==> config.mk <==
export PLATFORM = sky130hd
export DESIGN_NAME = quad_x_motor_mixer_desat_flat
export DESIGN_NICKNAME = d
export VERILOG_FILES = /design/src/sv/qxm_pkg.sv /design/src/sv/qxm_if.sv /design/src/sv/qxm_desat.sv /design/src/sv/quad_x_motor_mixer_desat.sv /design/src/flat_wrapper.sv
export SDC_FILE = /design/constraint.sdc
export NUM_CORES = 2
export LEC_CHECK = 0
export BUFFER_PORTS_ARGS = -buffer_cell sky130_fd_sc_hd__buf_4
export CAP_MARGIN = 30
export CORE_UTILIZATION = 55
export CTS_CLUSTER_SIZE = 12
export DETAILED_ROUTE_END_ITERATION = 16
export HOLD_SLACK_MARGIN = 0.06
export PLACE_DENSITY = 0.72
export SLEW_MARGIN = 5
export SYNTH_ARGS = -nofsm -noshare
export SYNTH_HDL_FRONTEND = slang
export SYNTH_SLANG_ARGS = --single-unit
==> constraint.sdc <==
create_clock -name clk_i -period 18.8 [get_ports clk_i]
set_clock_uncertainty 0.05 [all_clocks]
set_input_delay 0.94 -clock clk_i [delete_from_list [all_inputs] [get_ports clk_i]]
set_output_delay 0.94 -clock clk_i [all_outputs]
set_load 0.005 [all_outputs]
==> src/sv/qxm_pkg.sv <==
package qxm_pkg;

  localparam int unsigned DataW = 16;
  localparam int unsigned AmtW  = 15;
  localparam int unsigned IntW  = 24;
  localparam int unsigned NumMotors = 4;

  typedef logic signed [DataW-1:0] data_t;
  typedef logic signed [IntW-1:0]  wide_t;
  typedef logic        [AmtW-1:0]  amt_t;

  typedef enum logic [1:0] {
    CfgOutputMin     = 2'd0,
    CfgOutputMax     = 2'd1,
    CfgClampEnable   = 2'd2,
    CfgYawDesatEnable = 2'd3
  } cfg_idx_e;

  localparam wide_t DataMax = wide_t'(32767);
  localparam wide_t DataMin = -wide_t'(32768);
  localparam wide_t AmtMax  = wide_t'(32767);

  function automatic data_t sat_data(wide_t v);
    data_t r;
    if (v > DataMax) begin
      r = data_t'(DataMax);
    end else if (v < DataMin) begin
      r = data_t'(DataMin);
    end else begin
      r = data_t'(v);
    end
    return r;
  endfunction

  function automatic wide_t wmin(wide_t a, wide_t b);
    return (a < b) ? a : b;
  endfunction

  function automatic wide_t wmax(wide_t a, wide_t b);
    return (a > b) ? a : b;
  endfunction

endpackage

==> src/sv/qxm_if.sv <==
interface qxm_cmd_if;
  logic                valid;
  logic                ready;
  logic signed [15:0]  throttle_cmd;
  logic signed [15:0]  roll_cmd;
  logic signed [15:0]  pitch_cmd;
  logic signed [15:0]  yaw_cmd;

  modport source (output valid, output throttle_cmd, output roll_cmd, output pitch_cmd,
                  output yaw_cmd, input ready);
  modport sink (input valid, input throttle_cmd, input roll_cmd, input pitch_cmd,
                input yaw_cmd, output ready);
endinterface

interface qxm_res_if;
  logic                valid;
  logic                ready;
  logic signed [15:0]  rear_right_out;
  logic signed [15:0]  fore_right_out;
  logic signed [15:0]  rear_left_out;
  logic signed [15:0]  fore_left_out;
  logic signed [15:0]  throttle_out;
  logic        [14:0]  overshoot_amt;
  logic signed [15:0]  undershoot_amt;

  modport source (output valid, output rear_right_out, output fore_right_out,
                  output rear_left_out, output fore_left_out, output throttle_out,
                  output overshoot_amt, output undershoot_amt, input ready);
  modport sink (input valid, input rear_right_out, input fore_right_out,
                input rear_left_out, input fore_left_out, input throttle_out,
                input overshoot_amt, input undershoot_amt, output ready);
endinterface

==> src/sv/qxm_desat.sv <==
module qxm_desat (
  input  qxm_pkg::wide_t m_i [qxm_pkg::NumMotors],
  input  qxm_pkg::wide_t yaw_i,
  input  qxm_pkg::wide_t out_min_i,
  input  qxm_pkg::wide_t out_max_i,
  input  logic           desat_en_i,
  output qxm_pkg::wide_t under_o,
  output qxm_pkg::wide_t over_o
);

  logic           yaw_pos;
  logic           active;
  qxm_pkg::wide_t ag0, ag1, wt0, wt1;

  always_comb begin
    yaw_pos = (yaw_i > qxm_pkg::wide_t'(0));
    active  = desat_en_i && (yaw_i != qxm_pkg::wide_t'(0));
    if (yaw_pos) begin
      ag0 = m_i[1];
      ag1 = m_i[2];
      wt0 = m_i[0];
      wt1 = m_i[3];
    end else begin
      ag0 = m_i[0];
      ag1 = m_i[3];
      wt0 = m_i[1];
      wt1 = m_i[2];
    end
    if (active) begin
      under_o = qxm_pkg::wmin(qxm_pkg::wmin(qxm_pkg::wide_t'(0), ag0 - out_min_i),
                              ag1 - out_min_i);
      over_o  = qxm_pkg::wmax(qxm_pkg::wmax(qxm_pkg::wide_t'(0), wt0 - out_max_i),
                              wt1 - out_max_i);
    end else begin
      under_o = qxm_pkg::wide_t'(0);
      over_o  = qxm_pkg::wide_t'(0);
    end
  end

endmodule

==> src/sv/quad_x_motor_mixer_desat.sv <==
// Channel   Dir  Fields
// cmd_i     in   throttle_cmd, roll_cmd, pitch_cmd, yaw_cmd
// res_o     out  four motor outputs, throttle_out, overshoot_amt, undershoot_amt
// cfg_*_i   in   output_min, output_max, clamp_enable, yaw_desat_enable
//
// A command beat passes through the four-stage register pipeline to its result beat, and
// one beat can enter every cycle while the result side does not stall the pipeline.
// Reset clears the stage valid bits and loads the register defaults.
// When the result is not taken, the whole pipeline holds and no beat is lost.
module quad_x_motor_mixer_desat (
  input  logic              clk_i,
  input  logic              rst_ni,
  qxm_cmd_if.sink           cmd_i,
  qxm_res_if.source         res_o,
  input  logic              cfg_we_i,
  input  logic [1:0]        cfg_idx_i,
  input  logic [15:0]       cfg_wdata_i
);

  localparam int unsigned N = qxm_pkg::NumMotors;

  qxm_pkg::data_t out_min_q, out_max_q;
  logic           clamp_en_q, desat_en_q;
  qxm_pkg::wide_t out_min_w, out_max_w;

  logic advance;

  logic           s1_valid_q, s2_valid_q, s3_valid_q, s4_valid_q;
  qxm_pkg::wide_t s1_m_q [N];
  qxm_pkg::wide_t s1_m_d [N];
  qxm_pkg::wide_t s1_thr_q, s1_yaw_q;
  qxm_pkg::wide_t s2_m_q [N];
  qxm_pkg::wide_t s2_m_d [N];
  qxm_pkg::wide_t s2_thr_q, s2_yaw_q;
  qxm_pkg::wide_t s3_m_q [N];
  qxm_pkg::wide_t s3_thr_q, s3_yaw_q, s3_under_q, s3_over_q;
  qxm_pkg::wide_t s3_under_d, s3_over_d;

  qxm_pkg::wide_t fin_m [N];
  qxm_pkg::wide_t fin_thr, sum, delta;
  logic           apply;

  qxm_pkg::data_t br_q, fr_q, bl_q, fl_q, thr_out_q, under_out_q;
  qxm_pkg::amt_t  over_out_q;

  always_ff @(posedge clk_i or negedge rst_ni) begin
    if (!rst_ni) begin
      out_min_q  <= qxm_pkg::data_t'(0);
      out_max_q  <= qxm_pkg::data_t'(4096);
      clamp_en_q <= 1'b1;
      desat_en_q <= 1'b1;
    end else if (cfg_we_i) begin
      unique case (qxm_pkg::cfg_idx_e'(cfg_idx_i))
        qxm_pkg::CfgOutputMin:      out_min_q  <= cfg_wdata_i;
        qxm_pkg::CfgOutputMax:      out_max_q  <= cfg_wdata_i;
        qxm_pkg::CfgClampEnable:    clamp_en_q <= cfg_wdata_i[0];
        qxm_pkg::CfgYawDesatEnable: desat_en_q <= cfg_wdata_i[0];
        default: ;
      endcase
    end
  end

  assign out_min_w = qxm_pkg::wide_t'(out_min_q);
  assign out_max_w = qxm_pkg::wide_t'(out_max_q);

  assign advance     = !s4_valid_q || res_o.ready;
  assign cmd_i.ready = advance;

  always_ff @(posedge clk_i or negedge rst_ni) begin
    if (!rst_ni) begin
      s1_valid_q <= 1'b0;
      s2_valid_q <= 1'b0;
      s3_valid_q <= 1'b0;
      s4_valid_q <= 1'b0;
    end else if (advance) begin
      s1_valid_q <= cmd_i.valid;
      s2_valid_q <= s1_valid_q;
      s3_valid_q <= s2_valid_q;
      s4_valid_q <= s3_valid_q;
    end
  end

  // Stage 1: roll/pitch mix.
  always_comb begin
    qxm_pkg::wide_t t, r, p;
    t = qxm_pkg::wide_t'(cmd_i.throttle_cmd);
    r = qxm_pkg::wide_t'(cmd_i.roll_cmd);
    p = qxm_pkg::wide_t'(cmd_i.pitch_cmd);
    s1_m_d[0] = t - r - p;
    s1_m_d[1] = t - r + p;
    s1_m_d[2] = t + r - p;
    s1_m_d[3] = t + r + p;
  end

  always_ff @(posedge clk_i) begin
    if (advance) begin
      s1_m_q   <= s1_m_d;
      s1_thr_q <= qxm_pkg::wide_t'(cmd_i.throttle_cmd);
      s1_yaw_q <= qxm_pkg::wide_t'(cmd_i.yaw_cmd);
    end
  end

  // Stage 2: optional clamp, then yaw with the alternating sign pattern.
  always_comb begin
    qxm_pkg::wide_t c;
    for (int i = 0; i < N; i++) begin
      c = s1_m_q[i];
      if (clamp_en_q) begin
        priority if (s1_m_q[i] < out_min_w) begin
          c = out_min_w;
        end else if (s1_m_q[i] > out_max_w) begin
          c = out_max_w;
        end else begin
          c = s1_m_q[i];
        end
      end
      if (i == 0 || i == 3) begin
        s2_m_d[i] = c + s1_yaw_q;
      end else begin
        s2_m_d[i] = c - s1_yaw_q;
      end
    end
  end

  always_ff @(posedge clk_i) begin
    if (advance) begin
      s2_m_q   <= s2_m_d;
      s2_thr_q <= s1_thr_q;
      s2_yaw_q <= s1_yaw_q;
    end
  end

  // Stage 3: undershoot and overshoot search.
  qxm_desat u_desat (
    .m_i        (s2_m_q),
    .yaw_i      (s2_yaw_q),
    .out_min_i  (out_min_w),
    .out_max_i  (out_max_w),
    .desat_en_i (desat_en_q),
    .under_o    (s3_under_d),
    .over_o     (s3_over_d)
  );

  always_ff @(posedge clk_i) begin
    if (advance) begin
      s3_m_q     <= s2_m_q;
      s3_thr_q   <= s2_thr_q;
      s3_yaw_q   <= s2_yaw_q;
      s3_under_q <= s3_under_d;
      s3_over_q  <= s3_over_d;
    end
  end

  // Stage 4: apply the yaw cut when the reduced yaw keeps its sign.
  always_comb begin
    sum = s3_yaw_q + s3_under_q - s3_over_q;
    if (s3_yaw_q > qxm_pkg::wide_t'(0)) begin
      apply = (sum > qxm_pkg::wide_t'(0));
      delta = s3_under_q - s3_over_q;
    end else begin
      apply = (s3_yaw_q - s3_under_q + s3_over_q) < qxm_pkg::wide_t'(0);
      delta = s3_over_q - s3_under_q;
    end
    if (!apply) begin
      delta = qxm_pkg::wide_t'(0);
    end
    fin_m[0] = s3_m_q[0] + delta;
    fin_m[1] = s3_m_q[1] - delta;
    fin_m[2] = s3_m_q[2] - delta;
    fin_m[3] = s3_m_q[3] + delta;
    fin_thr  = apply ? (s3_thr_q - (s3_under_q + s3_over_q)) : s3_thr_q;
  end

  always_ff @(posedge clk_i) begin
    if (advance) begin
      br_q      <= qxm_pkg::sat_data(fin_m[0]);
      fr_q      <= qxm_pkg::sat_data(fin_m[1]);
      bl_q      <= qxm_pkg::sat_data(fin_m[2]);
      fl_q      <= qxm_pkg::sat_data(fin_m[3]);
      thr_out_q <= qxm_pkg::sat_data(fin_thr);
      over_out_q <= (s3_over_q > qxm_pkg::AmtMax) ? qxm_pkg::amt_t'(qxm_pkg::AmtMax)
                                                  : qxm_pkg::amt_t'(s3_over_q);
      under_out_q <= qxm_pkg::sat_data(s3_under_q);
    end
  end

  assign res_o.valid          = s4_valid_q;
  assign res_o.rear_right_out = br_q;
  assign res_o.fore_right_out = fr_q;
  assign res_o.rear_left_out  = bl_q;
  assign res_o.fore_left_out  = fl_q;
  assign res_o.throttle_out   = thr_out_q;
  assign res_o.overshoot_amt  = over_out_q;
  assign res_o.undershoot_amt = under_out_q;

endmodule
==> src/flat_wrapper.sv <==
// flat-port wrapper written by rule: the top's interface ports become plain ports
module quad_x_motor_mixer_desat_flat 
  (clk_i, rst_ni, cfg_we_i, cfg_idx_i, cfg_wdata_i, cmd_i_valid, cmd_i_throttle_cmd, cmd_i_roll_cmd, cmd_i_pitch_cmd, cmd_i_yaw_cmd, cmd_i_ready, res_o_valid, res_o_rear_right_out, res_o_fore_right_out, res_o_rear_left_out, res_o_fore_left_out, res_o_throttle_out, res_o_overshoot_amt, res_o_undershoot_amt, res_o_ready);
  qxm_cmd_if cmd_i_i ();
  qxm_res_if res_o_i ();
  input  logic clk_i;
  input  logic rst_ni;
  input  logic cfg_we_i;
  input  logic [1:0] cfg_idx_i;
  input  logic [15:0] cfg_wdata_i;
  input wire logic [$bits(cmd_i_i.valid)-1:0] cmd_i_valid;
  input wire logic [$bits(cmd_i_i.throttle_cmd)-1:0] cmd_i_throttle_cmd;
  input wire logic [$bits(cmd_i_i.roll_cmd)-1:0] cmd_i_roll_cmd;
  input wire logic [$bits(cmd_i_i.pitch_cmd)-1:0] cmd_i_pitch_cmd;
  input wire logic [$bits(cmd_i_i.yaw_cmd)-1:0] cmd_i_yaw_cmd;
  output wire logic [$bits(cmd_i_i.ready)-1:0] cmd_i_ready;
  output wire logic [$bits(res_o_i.valid)-1:0] res_o_valid;
  output wire logic [$bits(res_o_i.rear_right_out)-1:0] res_o_rear_right_out;
  output wire logic [$bits(res_o_i.fore_right_out)-1:0] res_o_fore_right_out;
  output wire logic [$bits(res_o_i.rear_left_out)-1:0] res_o_rear_left_out;
  output wire logic [$bits(res_o_i.fore_left_out)-1:0] res_o_fore_left_out;
  output wire logic [$bits(res_o_i.throttle_out)-1:0] res_o_throttle_out;
  output wire logic [$bits(res_o_i.overshoot_amt)-1:0] res_o_overshoot_amt;
  output wire logic [$bits(res_o_i.undershoot_amt)-1:0] res_o_undershoot_amt;
  input wire logic [$bits(res_o_i.ready)-1:0] res_o_ready;
  assign cmd_i_i.valid = cmd_i_valid;
  assign cmd_i_i.throttle_cmd = cmd_i_throttle_cmd;
  assign cmd_i_i.roll_cmd = cmd_i_roll_cmd;
  assign cmd_i_i.pitch_cmd = cmd_i_pitch_cmd;
  assign cmd_i_i.yaw_cmd = cmd_i_yaw_cmd;
  assign cmd_i_ready = cmd_i_i.ready;
  assign res_o_valid = res_o_i.valid;
  assign res_o_rear_right_out = res_o_i.rear_right_out;
  assign res_o_fore_right_out = res_o_i.fore_right_out;
  assign res_o_rear_left_out = res_o_i.rear_left_out;
  assign res_o_fore_left_out = res_o_i.fore_left_out;
  assign res_o_throttle_out = res_o_i.throttle_out;
  assign res_o_overshoot_amt = res_o_i.overshoot_amt;
  assign res_o_undershoot_amt = res_o_i.undershoot_amt;
  assign res_o_i.ready = res_o_ready;
  quad_x_motor_mixer_desat u_core (.clk_i(clk_i), .rst_ni(rst_ni), .cmd_i(cmd_i_i), .res_o(res_o_i), .cfg_we_i(cfg_we_i), .cfg_idx_i(cfg_idx_i), .cfg_wdata_i(cfg_wdata_i));
endmodule
=== Word-level counts from Yosys, hierarchy flattened ===
Index checks and enable logic that the tools add are counted.

* Register bits: 581
* Input port bits: 87
* Output and inout bits: 113
* Logic and storage cells: 132

* Reduce and logical (&&, ||, !) cells: 9
* Equal/unequal tests: 3
* Add/sub/neg operators: 26
* Multiplexer cells: 30
* Order comparisons: 29

{| class="wikitable"
|+ Operators with widths
! kind !! count
|-
| 2-to-1 mux 24 bit || 23
|-
| > comparator 24 x 16 -> 1 bit (second input constant) || 7
|-
| less-than comparator 24 x 16 -> 1 bit (second input constant) || 6
|-
| subtractor 24 x 16 -> 24 bit || 6
|-
| subtractor 24 bit || 5
|-
| adder 24 bit || 4
|-
| > comparator 24 x 16 -> 1 bit || 4
|-
| less-than comparator 24 x 16 -> 1 bit || 4
|-
| 2-to-1 mux 16 bit || 6
|-
| adder 24 x 16 -> 24 bit || 2
|-
| subtractor 16 x 24 -> 24 bit || 2
|-
| adder 17 x 16 -> 18 bit || 2
|-
| subtractor 17 x 16 -> 18 bit || 2
|-
| > comparator 16 x 1 -> 1 bit (second input constant) || 2
|-
| adder 16 x 24 -> 24 bit || 1
|-
| > comparator 1 x 24 -> 1 bit (first input constant) || 1
|-
| > comparator 24 x 1 -> 1 bit (second input constant) || 1
|-
| > comparator 24 bit || 1
|-
| less-than comparator 1 x 24 -> 1 bit (first input constant) || 1
|-
| less-than comparator 24 x 1 -> 1 bit (second input constant) || 1
|-
| less-than comparator 24 bit || 1
|-
| nonzero test 24 bit || 1
|-
| adder 16 x 16 -> 17 bit || 1
|-
| subtractor 16 x 16 -> 17 bit || 1
|-
| other kinds (8) || 12
|}

=== Depth between registers and ports, before layout ===
* Depth after elaboration: 8
* Mapped depth: 39
* Mapped depth without buffers: 32

=== Modules after synthesis ===
From an unflattened synthesis, not the netlist that was laid out.

* Cells, all modules: 4927
* Area, all modules: 48908.2 um^2

{| class="wikitable"
|+ Modules (own cells, without submodules)
! module !! cells each !! area each (um^2) !! times used
|-
| quad_x_motor_mixer_desat || 3873 || 41135.7 || 1
|-
| qxm_desat || 1054 || 7772.5 || 1
|}

=== Worst setup path before layout ===
OpenSTA, ideal clock, no wires.

* Path kind: in2reg
* From: in res_o_ready
* To: reg u_core.s1_valid_q
* Arrival: 15.068 ns
* Setup time: 0.133 ns
* Buffers on the path: 0
* Slack: 3.549 ns
* Cell stages on the path: 2
* Cell sequence: nand2b_1 > mux2_2

* Longest elaborated chain between the ends: 1

{| class="wikitable"
|+ Ends and longest elaborated chain
! item !! line !! text
|-
| from (decl) || flat_wrapper.sv:25 || <nowiki>input wire logic [$bits(res_o_i.ready)-1:0] res_o_ready;</nowiki>
|-
| logical OR 1 bit || quad_x_motor_mixer_desat.sv:66 || <nowiki>assign advance = !s4_valid_q || res_o.ready;</nowiki>
|-
| to (signal assigned) || quad_x_motor_mixer_desat.sv:76 || <nowiki>s1_valid_q <= cmd_i.valid;</nowiki>
|-
| to (decl) || quad_x_motor_mixer_desat.sv:28 || <nowiki>logic s1_valid_q, s2_valid_q, s3_valid_q, s4_valid_q;</nowiki>
|}

Every way passes these cells.
A chain may end at the register's enable or synchronous reset.

=== Final worst setup path ===
* From: reg, netlist name u_core.s2_yaw_q[15]
* To: reg u_core.s3_under_q[15], data pin

* Longest elaborated chain between the ends: 7
* Elaborated cells on any way between the ends: 11
* Those cells by class: add/sub (2); order compare (3); mux (4); reduce/logical (2)

{| class="wikitable"
|+ Ends and longest elaborated chain
! item !! line !! text
|-
| > comparator 16 x 1 -> 1 bit || qxm_desat.sv:16 || <nowiki>yaw_pos = (yaw_i > qxm_pkg::wide_t'(0));</nowiki>
|-
| 2-to-1 mux 24 bit || qxm_desat.sv:18 || <nowiki>if (yaw_pos) begin</nowiki>
|-
| subtractor 24 x 16 -> 24 bit || qxm_desat.sv:30 || <nowiki>under_o = qxm_pkg::wmin(qxm_pkg::wmin(qxm_pkg::wide_t'(0), ag0 - out_min_i),</nowiki>
|-
| less-than comparator 1 x 24 -> 1 bit || qxm_pkg.sv:36 || <nowiki>return (a < b) ? a : b;</nowiki>
|-
| 2-to-1 mux 24 bit || qxm_pkg.sv:36 ||
|-
| less-than comparator 24 bit || qxm_pkg.sv:36 ||
|-
| 2-to-1 mux 24 bit || qxm_pkg.sv:36 ||
|-
| to (signal assigned) || quad_x_motor_mixer_desat.sv:149 || <nowiki>s3_under_q <= s3_under_d;</nowiki>
|-
| to (decl) || quad_x_motor_mixer_desat.sv:36 || <nowiki>qxm_pkg::wide_t s3_thr_q, s3_yaw_q, s3_under_q, s3_over_q;</nowiki>
|}

Several ways; a longest one is shown, not always the timed one.

==> results.md <==
* Outcome: complete, no violations
* Register area share after synthesis at ~34%
* Met3 routed WL at 10800 µm
* Period utilization at between 50 and 60%
* Worst Setup Slack, final at 9.10 ns
* DR top layer: met5
* Metal2 WL at 73100 µm
* CTS tree: built
* First-pass GRT wire length at 235000 µm
* Critical path class: register to register
* Clock latency on the worst-skew pair at 0.67 ns
* Worst setup EP type: register
* Total number of vias at 39.7k
* CTS root buf: clkbuf_16
* Hold_ws at 0.224 ns
* Number of global-route vias before repair at 38.4k
* Worst Tran Pin Value at 1.06 ns
* Die X at 300 µm
* Drc violations at 0
* EDFF count, synth at roughly 520
* Mapped Cells at around 5k
* # nets final at 6056
* Slew Viols, Final at 0
* Synth Register Bits at 555
* GRT overflow at 0
* FF/Latch Area at 16500 µm²
* I/O pin total at 200
* Area Overhead vs Synth at 10.4%
* Commonest non-fill, non-tap cell in the layout: ha_1
* Initial antenna violation count at 2
* Hold_buf cts at 0
* Final WL at 159000 µm
* Largest net degree at the start of global routing at 181
* Detail Route Antenna Nets at 0
* Initial Util at 55.5%
* Clk slew on worst S/H paths at roughly 0.06 ns
* Die Y-Extent at 300 µm
* YS warnings at 0
* Critical path launch point type: register
* Final hold violations at 0
* Setup Buffers After CTS at 0
* Die ar. at 90200 µm²
* Largest area contributor in the netlist: edfxtp_1
* Fin crit period at approximately 9.7 ns
* Syn_nets at 5855
* Min-delay worst type: primary input to async pin
* Area of placed instances at 51800 µm²
* DP Wirelength at 129000 µm
* Fmax at a little over 100 MHz
* Final TNS setup at 0 ns
* Main synth FF type: edfxtp_1
* Via density at 6.19
* Yosys top cell area share at a little under a third
* I/O Buffers at 199
* Fraction of layout cells with a size suffix above 1 at 9.97%
* Finished Cell Area at 54000 µm²
* Clock Path Buffers at 3
* Max-Cap Viols at 0
* Max-Slew Margin vs Limit at between 20% and 30%
* CP max-delay cell: nor2b_4
* Netlist Area Pre-Place at a little under 50000 µm²
* Netlist cell types at 100
* Critical Path Most Common Cell: a21o_1
* CP max stage delay at between 0.7 and 0.8 ns
* Total CTS buffers at 66
* Worst path arrival time at 10.04 ns
* Setup-failing EPs final at 0
* Setup slack after placement at 9.09 ns
* FILL cells at 7462
* Area of the multi-input gates at 30300 µm²
* Global router's overall resource usage at 34.9%
* Syn avg cell area at 9.79 µm²
* FFs w/ async S/R, synth at 6.85%
* Largest cells by area after synthesis: edfxtp_1 32%, ha_1 17%, xnor2_1 3.9%, a21oi_1 3.7%, fa_1 3.6%
* CP max FO at 58
* Delay-heaviest family, CP: compound AO/OA/AOI/OAI gates
* CP Buf/Inv Count at 4
* Antenna cells at 0
* Crit path required time at 19.14 ns
* WL met1 at about 66000 µm
* Detailed Route Iter0 Violations at approximately 3.8k
* WL/cell at approximately 25 µm
* TritonCTS Sinks at around 560
* DR pass1 iterations at 9
* Most frequent cells in the layout: 682 x ha_1, 517 x edfxtp_1, 456 x inv_1
* Clock H-tree levels at 3
* Post-CTS Resized at 0
* Core ar. at around 88000 µm²
* Final GP Congestion at between 1 and 1.5
* RSZ-0062 raised after global routing: false
* Num rows at 109
==> per-stage QoR <==
| stage | util (%) | std cells |
|---|---|---|
| global placement | 58.7 | 6291 |
| floorplan | - | 4998 |
| global route | 61.2 | 6413 |
| detailed placement | 58.8 | 6293 |
| CTS | 61.2 | 6410 |
| finish | 61.2 | 6413 |
==> layout make-up <==
type / instances / area share (%)
multi-input combinational: 3873 / 56.1
sequential: 555 / 30.5
timing repair buffer: 247 / 3.57
clock buffer: 94 / 3.42
inverter: 456 / 3.17
tap: 1165 / 2.70
clock inverter: 23 / 0.521
==> worst paths after layout <==
kind,from,end,slack (ns),cells past startpoint
worst max-delay path,u_core.s2_yaw_q[15]$_DFFE_PP_,u_core.s3_under_q[15]$_SDFFCE_PN0P_,9.10,33
worst min-delay path,rst_ni,u_core.out_max_q[4]$_DFFE_PN0P_,0.22,1
worst max register to register,u_core.s2_yaw_q[15]$_DFFE_PP_,u_core.s3_under_q[15]$_SDFFCE_PN0P_,9.10,33
worst min register to register,u_core.s2_thr_q[14]$_DFFE_PP_,u_core.s3_thr_q[14]$_DFFE_PP_,0.37,0
max in group asynchronous,rst_ni,u_core.s3_valid_q$_DFFE_PN0P_,18.01,1
min in group clk_i,u_core.s2_thr_q[14]$_DFFE_PP_,u_core.s3_thr_q[14]$_DFFE_PP_,0.37,0
==> routing by layer <==
layer,up-vias,track usage (%)
met1,19100,45.2
li1,18700,-
met5,-,0
met4,2,18.9
met2,1543,56.5
met3,337,4.94
==> state kept, by name, indices dropped and copies added (netlist names), 24 cells and up <==
| register | cells |
|---|---|
| u_core.s1_m_q | 70 |
| u_core.s3_under_q | 24 |
| u_core.s2_m_q | 96 |
| u_core.s3_m_q | 96 |
| u_core.s3_over_q | 24 |
==> cells in the mapped netlist, types with 35 or more instances <==
library cell and instances:
inv_1 456, xnor2_1 217, o21ai_0 265, a21o_1 185, ha_1 682, xor2_1 115
o21bai_1 75, mux2i_1 41, nand4_1 47, fa_1 88, edfxtp_1 517, dfrtp_1 35
clkbuf_1 97, nor2_1 315, o22ai_1 45, o21a_1 87, mux2_2 113, nor2b_1 109
nand2_1 251, o31ai_1 37, nand3_1 84, nor3_1 95, nand2b_1 115, a31oi_1 40
a21oi_1 364
==> cells by family after synthesis <==
group                      share of synthesized area [%]
DFF                                                 33.7
other                                            0.00766
adders and majority gates                           21.0
muxes                                               3.47
xor gates and xnor gates                            6.07
and+or+nand+nor                                     12.3
buffers and inverters                               4.45
AOI/OAI and AO/OA                                   19.0
Power is left out: the tool's default activity adds up to more than one toggle a clock period on the data nets, which glitch-free logic cannot reach.
